### src/design/wndc_pkg.sv
// ----------------------------------------------------------------------------
// wndc_pkg
// Shared types, sizes and helpers for the sliding window distinct counter.
// ----------------------------------------------------------------------------
package wndc_pkg;

    localparam int WINDOW_MAX  = 32;
    localparam int TOTAL_WIDTH = 16;
    localparam int ALPHABET    = 26;

    localparam int LETTER_W = 5;
    localparam int CFG_W    = 6;
    localparam int PTR_W    = $clog2(WINDOW_MAX);
    localparam int LEN_W    = $clog2(WINDOW_MAX + 1);
    localparam int COUNT_W  = LEN_W;
    localparam int EXT_W    = (CFG_W > LEN_W) ? CFG_W : LEN_W;

    localparam int ADDR_W = 3;
    localparam int DATA_W = 32;

    localparam int QUEUE_DEPTH = 2;
    localparam int QPTR_W      = $clog2(QUEUE_DEPTH);
    localparam int QCNT_W      = $clog2(QUEUE_DEPTH + 1);

    localparam logic [LETTER_W-1:0] LAST_LETTER       = LETTER_W'(ALPHABET - 1);
    localparam logic [CFG_W-1:0]    WINDOW_LEN_RESET  = CFG_W'(2);
    localparam logic                REG_WINDOW_LENGTH = 1'b0;

    typedef struct packed {
        logic [LETTER_W-1:0] letter;
        logic                first_of_string;
        logic                last_of_string;
    } t_item;

    typedef struct packed {
        logic                   window_full;
        logic                   window_matches;
        logic [TOTAL_WIDTH-1:0] match_total;
        logic                   string_done;
    } t_result;

    typedef struct packed {
        logic             clear;
        logic [LEN_W-1:0] window_len;
    } t_cfg_ctl;

    // Clamp the programmed length into 1..WINDOW_MAX.
    function automatic logic [LEN_W-1:0] eff_length(input logic [CFG_W-1:0] v);
        logic [EXT_W-1:0] ext;
        ext = EXT_W'(v);
        if (v == '0) begin
            return LEN_W'(1);
        end
        if (ext > EXT_W'(WINDOW_MAX)) begin
            return LEN_W'(WINDOW_MAX);
        end
        return LEN_W'(ext);
    endfunction

    function automatic logic [LETTER_W-1:0] clamp_letter(input logic [LETTER_W-1:0] v);
        return (v > LAST_LETTER) ? LAST_LETTER : v;
    endfunction

endpackage

### src/design/wndc_cfg.sv
// ----------------------------------------------------------------------------
// wndc_cfg
// APB register file: window length register and string clear strobe.
// ----------------------------------------------------------------------------
module wndc_cfg import wndc_pkg::*; (
    input  logic              i_clk,
    input  logic              i_rst_n,
    input  logic              psel,
    input  logic              penable,
    input  logic              pwrite,
    input  logic [ADDR_W-1:0] paddr,
    input  logic [DATA_W-1:0] pwdata,
    output logic [DATA_W-1:0] prdata,
    output logic              pready,
    output t_cfg_ctl          o_ctl
);

    logic [CFG_W-1:0] r_window_length;
    logic             r_clear;
    logic             wr_len;

    assign pready = 1'b1;
    assign wr_len = psel & penable & pwrite & (paddr[2] == REG_WINDOW_LENGTH);

    always_ff @(posedge i_clk) begin
        if (!i_rst_n) begin
            r_window_length <= WINDOW_LEN_RESET;
            r_clear         <= 1'b0;
        end else begin
            r_clear <= wr_len;
            if (wr_len) begin
                r_window_length <= pwdata[CFG_W-1:0];
            end
        end
    end

    always_comb begin
        prdata = '0;
        if (paddr[2] == REG_WINDOW_LENGTH) begin
            prdata = DATA_W'(r_window_length);
        end
    end

    // Length writes wipe string state; user writes only while idle, unchecked.
    assign o_ctl.clear      = r_clear;
    assign o_ctl.window_len = eff_length(r_window_length);

endmodule

### src/design/wndc_front.sv
// ----------------------------------------------------------------------------
// wndc_front
// Accepts letters, clamps the code and queues items for the window engine.
// ----------------------------------------------------------------------------
module wndc_front import wndc_pkg::*; (
    input  logic                i_clk,
    input  logic                i_rst_n,
    input  logic                push,
    output logic                full,
    input  logic [LETTER_W-1:0] i_letter,
    input  logic                i_first_of_string,
    input  logic                i_last_of_string,
    output logic                o_valid,
    output t_item               o_item,
    input  logic                i_take
);

    t_item              r_q [QUEUE_DEPTH];
    logic [QPTR_W-1:0]  r_wr;
    logic [QPTR_W-1:0]  r_rd;
    logic [QCNT_W-1:0]  r_cnt;
    logic               do_push;
    logic               do_pop;
    t_item              item;

    assign full    = (r_cnt == QCNT_W'(QUEUE_DEPTH));
    assign o_valid = (r_cnt != '0);
    assign do_push = push & ~full;
    assign do_pop  = i_take & o_valid;

    always_comb begin
        item.letter          = clamp_letter(i_letter);
        item.first_of_string = i_first_of_string;
        item.last_of_string  = i_last_of_string;
    end

    always_ff @(posedge i_clk) begin
        if (!i_rst_n) begin
            r_wr  <= '0;
            r_rd  <= '0;
            r_cnt <= '0;
        end else begin
            if (do_push) begin
                r_wr <= r_wr + 1'b1;
            end
            if (do_pop) begin
                r_rd <= r_rd + 1'b1;
            end
            if (do_push && !do_pop) begin
                r_cnt <= r_cnt + 1'b1;
            end else if (do_pop && !do_push) begin
                r_cnt <= r_cnt - 1'b1;
            end
        end
    end

    always_ff @(posedge i_clk) begin
        if (do_push) begin
            r_q[r_wr] <= item;
        end
    end

    assign o_item = r_q[r_rd];

endmodule

### src/design/wndc_back.sv
// ----------------------------------------------------------------------------
// wndc_back
// Window engine: slides the letter ring, keeps per-letter counts and the
// distinct count, tests full windows and queues one result per letter.
// ----------------------------------------------------------------------------
module wndc_back import wndc_pkg::*; (
    input  logic                   i_clk,
    input  logic                   i_rst_n,
    input  t_cfg_ctl               i_ctl,
    input  logic                   i_valid,
    input  t_item                  i_item,
    output logic                   o_take,
    output logic                   empty,
    input  logic                   pop,
    output logic                   o_window_full,
    output logic                   o_window_matches,
    output logic [TOTAL_WIDTH-1:0] o_match_total,
    output logic                   o_string_done
);

    localparam int PW = LEN_W + 1;
    localparam logic [TOTAL_WIDTH-1:0] TOTAL_MAX = '1;

    logic [LETTER_W-1:0]    r_ring [WINDOW_MAX];
    logic [PTR_W-1:0]       r_ptr;
    logic [COUNT_W-1:0]     r_cnt  [ALPHABET];
    logic [LEN_W-1:0]       r_distinct;
    logic [LEN_W-1:0]       r_seen;
    logic [TOTAL_WIDTH-1:0] r_total;

    t_result                r_oq [QUEUE_DEPTH];
    logic [QPTR_W-1:0]      r_owr;
    logic [QPTR_W-1:0]      r_ord;
    logic [QCNT_W-1:0]      r_ocnt;

    logic                   first;
    logic [LEN_W-1:0]       k;
    logic [PTR_W-1:0]       ptr_b;
    logic [LEN_W-1:0]       seen_b;
    logic [LEN_W-1:0]       dist_b;
    logic [TOTAL_WIDTH-1:0] total_b;
    logic                   drop;
    logic [PW-1:0]          pos_ext;
    logic [PTR_W-1:0]       pos;
    logic [LETTER_W-1:0]    old;
    logic [COUNT_W-1:0]     n_cnt  [ALPHABET];
    logic [ALPHABET-1:0]    up;
    logic [ALPHABET-1:0]    down;
    logic [LEN_W-1:0]       n_distinct;
    logic [LEN_W-1:0]       n_seen;
    logic [PTR_W-1:0]       n_ptr;
    logic [TOTAL_WIDTH-1:0] n_total;
    t_result                res;
    logic                   space;
    logic                   do_pop;

    assign space  = (r_ocnt != QCNT_W'(QUEUE_DEPTH));
    assign o_take = i_valid & space;
    assign empty  = (r_ocnt == '0);
    assign do_pop = pop & ~empty;

    assign first   = i_item.first_of_string;
    assign k       = i_ctl.window_len;
    assign ptr_b   = first ? '0 : r_ptr;
    assign seen_b  = first ? '0 : r_seen;
    assign dist_b  = first ? '0 : r_distinct;
    assign total_b = first ? '0 : r_total;
    assign drop    = (seen_b >= k);

    // Slot of the letter leaving the window, k places behind the write slot.
    always_comb begin
        if (PW'(ptr_b) >= PW'(k)) begin
            pos_ext = PW'(ptr_b) - PW'(k);
        end else begin
            pos_ext = PW'(ptr_b) + PW'(WINDOW_MAX) - PW'(k);
        end
    end
    assign pos = pos_ext[PTR_W-1:0];
    assign old = r_ring[pos];

    // Per-letter lanes: add the new letter first, then drop the old one.
    always_comb begin
        logic [COUNT_W-1:0] e;
        logic [COUNT_W-1:0] e1;
        logic               inc;
        logic               dec;
        for (int i = 0; i < ALPHABET; i++) begin
            e   = first ? '0 : r_cnt[i];
            inc = (i_item.letter == LETTER_W'(i));
            dec = drop & (old == LETTER_W'(i));
            e1  = e + COUNT_W'(inc);
            up[i]    = inc & (e == '0);
            down[i]  = dec & (e1 == COUNT_W'(1));
            n_cnt[i] = (dec && e1 != '0) ? e1 - 1'b1 : e1;
        end
    end

    always_comb begin
        logic [LEN_W-1:0] d1;
        d1 = dist_b + LEN_W'(|up);
        n_distinct = ((|down) && d1 != '0) ? d1 - 1'b1 : d1;
    end

    assign n_seen = drop ? seen_b : seen_b + 1'b1;
    assign n_ptr  = (ptr_b == PTR_W'(WINDOW_MAX - 1)) ? '0 : ptr_b + 1'b1;

    always_comb begin
        res.window_full    = (n_seen >= k);
        res.window_matches = res.window_full & ((PW'(n_distinct) + PW'(1)) == PW'(k));
        n_total            = (res.window_matches && total_b != TOTAL_MAX) ?
                             total_b + 1'b1 : total_b;
        res.match_total    = n_total;
        res.string_done    = i_item.last_of_string;
    end

    always_ff @(posedge i_clk) begin
        if (!i_rst_n || i_ctl.clear) begin
            r_ptr      <= '0;
            r_distinct <= '0;
            r_seen     <= '0;
            r_total    <= '0;
            for (int i = 0; i < ALPHABET; i++) begin
                r_cnt[i] <= '0;
            end
        end else if (o_take) begin
            r_ptr      <= n_ptr;
            r_distinct <= n_distinct;
            r_seen     <= n_seen;
            r_total    <= n_total;
            for (int i = 0; i < ALPHABET; i++) begin
                r_cnt[i] <= n_cnt[i];
            end
        end
    end

    always_ff @(posedge i_clk) begin
        if (o_take) begin
            r_ring[ptr_b] <= i_item.letter;
        end
    end

    // Result queue
    always_ff @(posedge i_clk) begin
        if (!i_rst_n) begin
            r_owr  <= '0;
            r_ord  <= '0;
            r_ocnt <= '0;
        end else begin
            if (o_take) begin
                r_owr <= r_owr + 1'b1;
            end
            if (do_pop) begin
                r_ord <= r_ord + 1'b1;
            end
            if (o_take && !do_pop) begin
                r_ocnt <= r_ocnt + 1'b1;
            end else if (do_pop && !o_take) begin
                r_ocnt <= r_ocnt - 1'b1;
            end
        end
    end

    always_ff @(posedge i_clk) begin
        if (o_take) begin
            r_oq[r_owr] <= res;
        end
    end

    assign o_window_full    = r_oq[r_ord].window_full;
    assign o_window_matches = r_oq[r_ord].window_matches;
    assign o_match_total    = r_oq[r_ord].match_total;
    assign o_string_done    = r_oq[r_ord].string_done;

`ifndef SYNTHESIS
    a_distinct_le_seen: assert property (@(posedge i_clk) disable iff (!i_rst_n)
        r_distinct <= r_seen)
        else $error("distinct count exceeds letters in window");

    a_seen_bounded: assert property (@(posedge i_clk) disable iff (!i_rst_n)
        r_seen <= LEN_W'(WINDOW_MAX))
        else $error("seen count beyond window capacity");

    a_clear_wipes: assert property (@(posedge i_clk) disable iff (!i_rst_n)
        i_ctl.clear |=> (r_seen == '0 && r_total == '0 && r_distinct == '0))
        else $error("length write did not clear string state");

    a_match_needs_full: assert property (@(posedge i_clk) disable iff (!i_rst_n)
        !empty |-> (!o_window_matches || o_window_full))
        else $error("match reported on a window that is not full");
`endif

endmodule

### src/design/window_near_distinct_counter.sv
// A letter accepted into the input queue passes to the window engine, which
// writes its result into the result queue that drives the result ports.
// Throughput: one letter per cycle while the result queue has room.
// Reset: synchronous, active low; clears both queues, the window state and
// the running total, and sets window_length to 2. The letter ring is not reset.
// ----------------------------------------------------------------------------
// window_near_distinct_counter
// Counts windows of window_length letters holding window_length - 1 distinct
// letters, per string, with one result per letter.
// ----------------------------------------------------------------------------
module window_near_distinct_counter import wndc_pkg::*; (
    input  logic                   i_clk,
    input  logic                   i_rst_n,
    input  logic                   psel,
    input  logic                   penable,
    input  logic                   pwrite,
    input  logic [ADDR_W-1:0]      paddr,
    input  logic [DATA_W-1:0]      pwdata,
    output logic [DATA_W-1:0]      prdata,
    output logic                   pready,
    input  logic                   push,
    output logic                   full,
    input  logic [LETTER_W-1:0]    i_letter,
    input  logic                   i_first_of_string,
    input  logic                   i_last_of_string,
    output logic                   empty,
    input  logic                   pop,
    output logic                   o_window_full,
    output logic                   o_window_matches,
    output logic [TOTAL_WIDTH-1:0] o_match_total,
    output logic                   o_string_done
);

    t_cfg_ctl ctl;
    logic     item_valid;
    t_item    item;
    logic     take;

    wndc_cfg u_cfg (
        .i_clk   (i_clk),
        .i_rst_n (i_rst_n),
        .psel    (psel),
        .penable (penable),
        .pwrite  (pwrite),
        .paddr   (paddr),
        .pwdata  (pwdata),
        .prdata  (prdata),
        .pready  (pready),
        .o_ctl   (ctl)
    );

    wndc_front u_front (
        .i_clk             (i_clk),
        .i_rst_n           (i_rst_n),
        .push              (push),
        .full              (full),
        .i_letter          (i_letter),
        .i_first_of_string (i_first_of_string),
        .i_last_of_string  (i_last_of_string),
        .o_valid           (item_valid),
        .o_item            (item),
        .i_take            (take)
    );

    wndc_back u_back (
        .i_clk            (i_clk),
        .i_rst_n          (i_rst_n),
        .i_ctl            (ctl),
        .i_valid          (item_valid),
        .i_item           (item),
        .o_take           (take),
        .empty            (empty),
        .pop              (pop),
        .o_window_full    (o_window_full),
        .o_window_matches (o_window_matches),
        .o_match_total    (o_match_total),
        .o_string_done    (o_string_done)
    );

endmodule
### config.mk
export PLATFORM = sky130hd
export DESIGN_NAME = window_near_distinct_counter
export DESIGN_NICKNAME = d
export VERILOG_FILES = /design/src/design/wndc_pkg.sv /design/src/design/wndc_cfg.sv /design/src/design/wndc_front.sv /design/src/design/wndc_back.sv /design/src/design/window_near_distinct_counter.sv
export SDC_FILE = /design/constraint.sdc
export NUM_CORES = 1
export LEC_CHECK = 0
export ABC_AREA = 1
export BUFFER_PORTS_ARGS = -buffer_cell sky130_fd_sc_hd__buf_2
export CORE_ASPECT_RATIO = 1.5
export CORE_UTILIZATION = 35
export DETAILED_ROUTE_END_ITERATION = 8
export GPL_TIMING_DRIVEN = 0
export HOLD_SLACK_MARGIN = 0.05
export PLACE_DENSITY = 0.55
export SLEW_MARGIN = 20
export SYNTH_ARGS = -nofsm -noshare
export SYNTH_HDL_FRONTEND = slang
export SYNTH_SLANG_ARGS = --single-unit
### constraint.sdc
create_clock -name i_clk -period 14.47 [get_ports i_clk]
set_clock_uncertainty 0.05 [all_clocks]
set_input_delay 1.447 -clock i_clk [delete_from_list [all_inputs] [get_ports i_clk]]
set_output_delay 1.447 -clock i_clk [all_outputs]
set_load 0.005 [all_outputs]
### Word-level counts from Yosys, hierarchy flattened

Memory sizes are Yosys's and may differ from the RTL's. A register that Yosys moved wholly into a read port is not among the register bits.
Cells that the tools add are included.

| storage, ports and cells | value |
|---|---|
| memories kept | 4 |
| bits in registers | 48 |
| word-level logic and storage cells | 498 |
| bits in writable memories | 368 |

Memory list:

| memory | depth | width | read ports | clocked after memory_dff | wr ports | line | source |
|---|---|---|---|---|---|---|---|
| u_back.r_ring | 32 | 5 | 1 | 0 | 1 | wndc_back.sv:24 | `logic [LETTER_W-1:0] r_ring [WINDOW_MAX];` |
| u_back.r_cnt | 26 | 6 | 26 | 0 | 26 | wndc_back.sv:26 | `logic [COUNT_W-1:0] r_cnt [ALPHABET];` |
| u_back.r_oq | 2 | 19 | 1 | 1 | 1 | wndc_back.sv:31 | `t_result r_oq [QUEUE_DEPTH];` |
| u_front.r_q | 2 | 7 | 1 | 1 | 1 | wndc_front.sv:18 | `t_item r_q [QUEUE_DEPTH];` |

| operators by class | value |
|---|---|
| bitwise gates (word level) | 115 |
| equality and inequality tests | 81 |
| reduce and logical (&&, ||, !) cells | 100 |
| order comparisons | 5 |
| multiplexer cells | 112 |
| add/sub/neg operators | 69 |

Operators by type and width:

| kind | number |
|---|---|
| 6-bit 2-to-1 mux | 87 |
| 6-bit by 1-bit adder with 6-bit output | 27 |
| 6-bit logical NOT | 27 |
| 6-bit nonzero test | 27 |
| 6-bit by 1-bit subtractor with 6-bit output (second input constant) | 27 |
| 6-bit by 1-bit == test with 1-bit output (second input constant) | 26 |
| 5-bit == test (second input constant) | 21 |
| 1-bit bitwise AND | 86 |
| 5-bit by 4-bit == test with 1-bit output (second input constant) | 16 |
| 26-bit OR reduction | 2 |
| 5-bit by 3-bit == test with 1-bit output (second input constant) | 8 |
| 1-bit logical AND | 32 |
| 16-bit 2-to-1 mux | 2 |
| 1-bit OR | 26 |
| 5-bit by 2-bit == test with 1-bit output (second input constant) | 4 |
| 5-bit 2-to-1 mux | 4 |
| 16-bit by 1-bit adder with 16-bit output (second input constant) | 1 |
| 16-bit inequality test (second input constant) | 1 |
| 1-bit 2-to-1 mux | 15 |
| 6-bit >= comparator | 2 |
| 5-bit by 1-bit adder with 5-bit output (second input constant) | 2 |
| 5-bit by 1-bit == test with 1-bit output (second input constant) | 2 |
| 5-bit logical NOT | 2 |
| 5-bit subtractor | 2 |
| 17 further kinds | 33 |

### Logic depth before layout (Yosys ltp)

An unclocked memory read counts as a cell.

| depth | value |
|---|---|
| depth after elaboration | 19 |
| depth in mapped cells | 50 |
| mapped depth without buffers | 41 |

### By module

Synthesis repeated with hierarchy kept, for this count alone.

| second synthesis, totals | value |
|---|---|
| cell total of the unflattened synthesis | 3237 |
| area total of the unflattened synthesis | 26609.3 sq um |

Modules (own cells, without submodules):

| module | instances | area each (sq um) | cells each |
|---|---|---|---|
| wndc_back | 1 | 25179.1 | 3073 |
| wndc_front | 1 | 788.3 | 66 |
| wndc_cfg | 1 | 641.9 | 98 |

### Least setup slack after synthesis

OpenSTA, ideal clock, no wires.

| path | value |
|---|---|
| path type | in2reg |
| start point | input port i_rst_n |
| end point | memory u_back.r_cnt[0][0] (netlist name), enable pin |
| required time | 13.839 ns |
| cell stages on the path | 6 |
| arrival | 6.468 ns |
| setup slack | 7.371 ns |
| cells stage by stage | inv_1 -> nor2_1 -> clkinv_1 -> nor2_1 -> inv_1 -> clkbuf_1 |

RTL lines:

| what | line | source |
|---|---|---|
| start: declaration | window_near_distinct_counter.sv:13 | `input logic i_rst_n,` |
| end: declaration | wndc_back.sv:26 |  |

==> reports/results.txt <==
Status: finished, final reports clean
Die Wd: 228 µm
Unrepaired setup endpoints after global routing: false
Worst-Skew Late Latency: 0.63 ns
Initial antenna violation count: 0
Port-buffer cells: 47
Avg Inst Size Synth: 7.99 µm²
CP max stage cell: clkbuf_1
H-Tree Depth: 2
Row count: 123
Crit path arrival time: 10.05 ns
Max FO, Critical Path: 10
Final Setup Violations: 0
Hold slack final: 0.404 ns
I/O pin total: 103
Final worst-path cycle share: 0.673
Distinct cells, synth: 52
Final min period: 9.74 ns
Post-CTS sizing: 0
Routed WL: 80700 µm
Post-route cell area: 29900 µm²
Final non-filler cell total: 4496
DP Area: 28400 µm²
Most common cell after layout, fill and taps aside: nand2_1
Total GRT Usage: 0.208
Area delta synth->final: 11.8%
Synth area leader: edfxtp_1
Max-slew violations: 0
Post-CTS Setup Repair Bufs: 0
CTS buffer count: 44
Crit-path most repeated cell: nand2_1
CTS tree: yes
Number of global-route vias before repair: 21300
Vias: 22400
Max-slew headroom: 0.255
Yosys reg bits: 418
Worst-path clk slew: 0.06 ns
Fmax: 103 MHz
R2R setup slack: 4.73 ns
Max-cap violations: 0
Wirelength per Cell: 18.0 µm
Power per cell area: 176 nW/µm²
Worst-Margin Slew: 1.12 ns
Grt ovf: 0
Share of post-route cells with drive strength above 1: 0.0818
Commonest cells after routing, fill and taps aside: nand2_1, inv_1, nor2_1, edfxtp_1, nand3_1
CP endpoint kind: flip-flop
Setup TNS: 0 ns
Routability cong.: 0.923
First-pass GRT wire length: 121000 µm
Post-synth top area share: 0.414
Fin nets: 3676
Reg2Reg Capture Point: u_back.r_oq[1][14]
CP Data Required Time: 14.78 ns
Starting Density: 0.355
Startpoint types: flip-flop
DR pass1 iterations: 6
Synth warn: 0
Die height: 340 µm
Mapped Cells: 3342
Avg Vias per Cell: 4.99
Die ar.: 77400 µm²
Clock tree root buffer cell: clkbuf_16
WS Path Type: flip-flop to flip-flop
DR DRC count: 0
Antenna Nets Post-Route: 0
Post-DP HPWL: 59700 µm
Sequential cell area fraction in the yosys report: 0.451
End of the critical path: u_back.r_oq[1][14]
CTS Hold Bufs: 0
Hold WC Path Type: flip-flop to flip-flop
FF-to-FF path depth: 44
Static Leak: 12.6 nW
Largest net degree at the start of global routing: 49
Core area: 75300 µm²
Synth area leaders: edfxtp_1, nand2_1, ha_1, inv_1, nor2_1
Fin. Hold Viols: 0
Sink Count: 418
Worst VDD drop: 0.0913 mV
DR iter-0 viols: 1519
Synthesized area: 26700 µm²
Placed cells: 4420
Clock Path Buffers: 3
CP peak stage delay: 0.85 ns
Tot Pwr: 5.26 mW
-- synth_stat cells (all sizes together) --
cell	n
nor4	9
xor2	65
inv	423
nand4	44
dfxtp	50
o41ai	5
a211oi	1
o31ai	1
o22ai	12
nor3	51
and3	6
buf	83
o21ai	153
a22oi	1
a21oi	165
or2	32
mux2	19
a41oi	1
nand3	278
fa	1
clkbuf	34
nor4b	1
o21a	24
and2	4
xnor2	13
nor3b	2
a32oi	4
conb	2
o211ai	3
a31oi	22
nor2	391
nand2	904
ha	160
clkinv	4
nand3b	2
edfxtp	368
a21boi	2
o21bai	2
-- flip-flops by register name, summed over array words and instances, names as in the netlist, 2 cells and up, named ones only --
signal,count
u_back.r_distinct,6
u_back.r_ocnt,2
u_back.r_oq,38
u_back.r_cnt,156
u_cfg.r_window_length,6
u_back.r_seen,6
u_back.r_total,16
u_back.r_ring,160
u_front.r_cnt,2
u_back.r_ptr,5
u_front.r_q,14
-- per-stage QoR --
stage / setup slack (ns) / utilization
6_report: 4.73 / 0.397
5_1_grt: 4.18 / 0.397
4_1_cts: 4.65 / 0.397
3_5_place_dp: 4.68 / 0.378
3_3_place_gp: 3.72 / 0.376
2_1_floorplan: 7.37 / -
-- worst max-delay path: cells and delay by family (launching register included) --
kind / cells / cell delay, ns
fa+ha+maj: 3 / 0.87
buf+inv: 13 / 4.04
simple gates: 27 / 3.92
xor+xnor: 1 / 0.21
flops: 1 / 0.33
-- where the power goes --
group / internal [mW] / switching [mW] / total (mW)
clock network: 0.655 / 0.516 / 1.17
logic: 0.644 / 1.67 / 2.31
registers: 1.68 / 0.0995 / 1.78
total: 2.98 / 2.28 / 5.26
-- worst min-delay path by stage --
stage	depth (start not counted)	slack [ns]	start	to
floorplan	1	0.38	u_front.r_rd	flip-flop
global placement	2	0.39	u_back.r_total[1]	u_back.r_total[1]
detailed placement	2	0.39	u_back.r_total[15]	u_back.r_total[15]
CTS	1	0.41	u_front.r_rd	flip-flop
global route	2	0.43	u_back.r_total[9]	u_back.r_total[9]
finish	2	0.40	u_back.r_total[2]	u_back.r_total[2]
-- layer usage --
layer / vias to the layer above / track usage / part of all wire
met5: - / 0 / 0
met4: 0 / 0.107 / 0.051
met3: 173 / 0.0254 / 0.044
met2: 591 / 0.388 / 0.52
met1: 10400 / 0.226 / 0.38
li1: 11200 / - / -
-- logic make-up (layout without fill, tap and decap cells) --
| group | after synthesis | after routing | share of synthesized area |
|---|---|---|---|
| multiplexers | 19 | 19 | 0.00801 |
| flip-flops | 418 | 418 | 0.451 |
| adder cells (fa/ha/maj) | 161 | 161 | 0.0757 |
| buffers and inverters | 544 | 672 | 0.0857 |
| AND/OR/NAND/NOR | 1724 | 1724 | 0.273 |
| XOR/XNOR | 78 | 78 | 0.0256 |
| AO/OA/AOI/OAI | 396 | 396 | 0.0805 |
| other | 2 | 28 | 0.000281 |
-- final cells by class --
cell class              instances  area [µm²]
diodes                          1        2.50
plain buffers                 117         689
clock buffers                  49        1130
clock inverters                26         320
fillers                      7720       45400
inverters                     427        1610
multi-input cells            2405       12500
flip-flops and latches        418       12100
well taps                    1000        1250
repair buffers                 53         349
No activity file was read; power rests on OpenSTA's default activity.
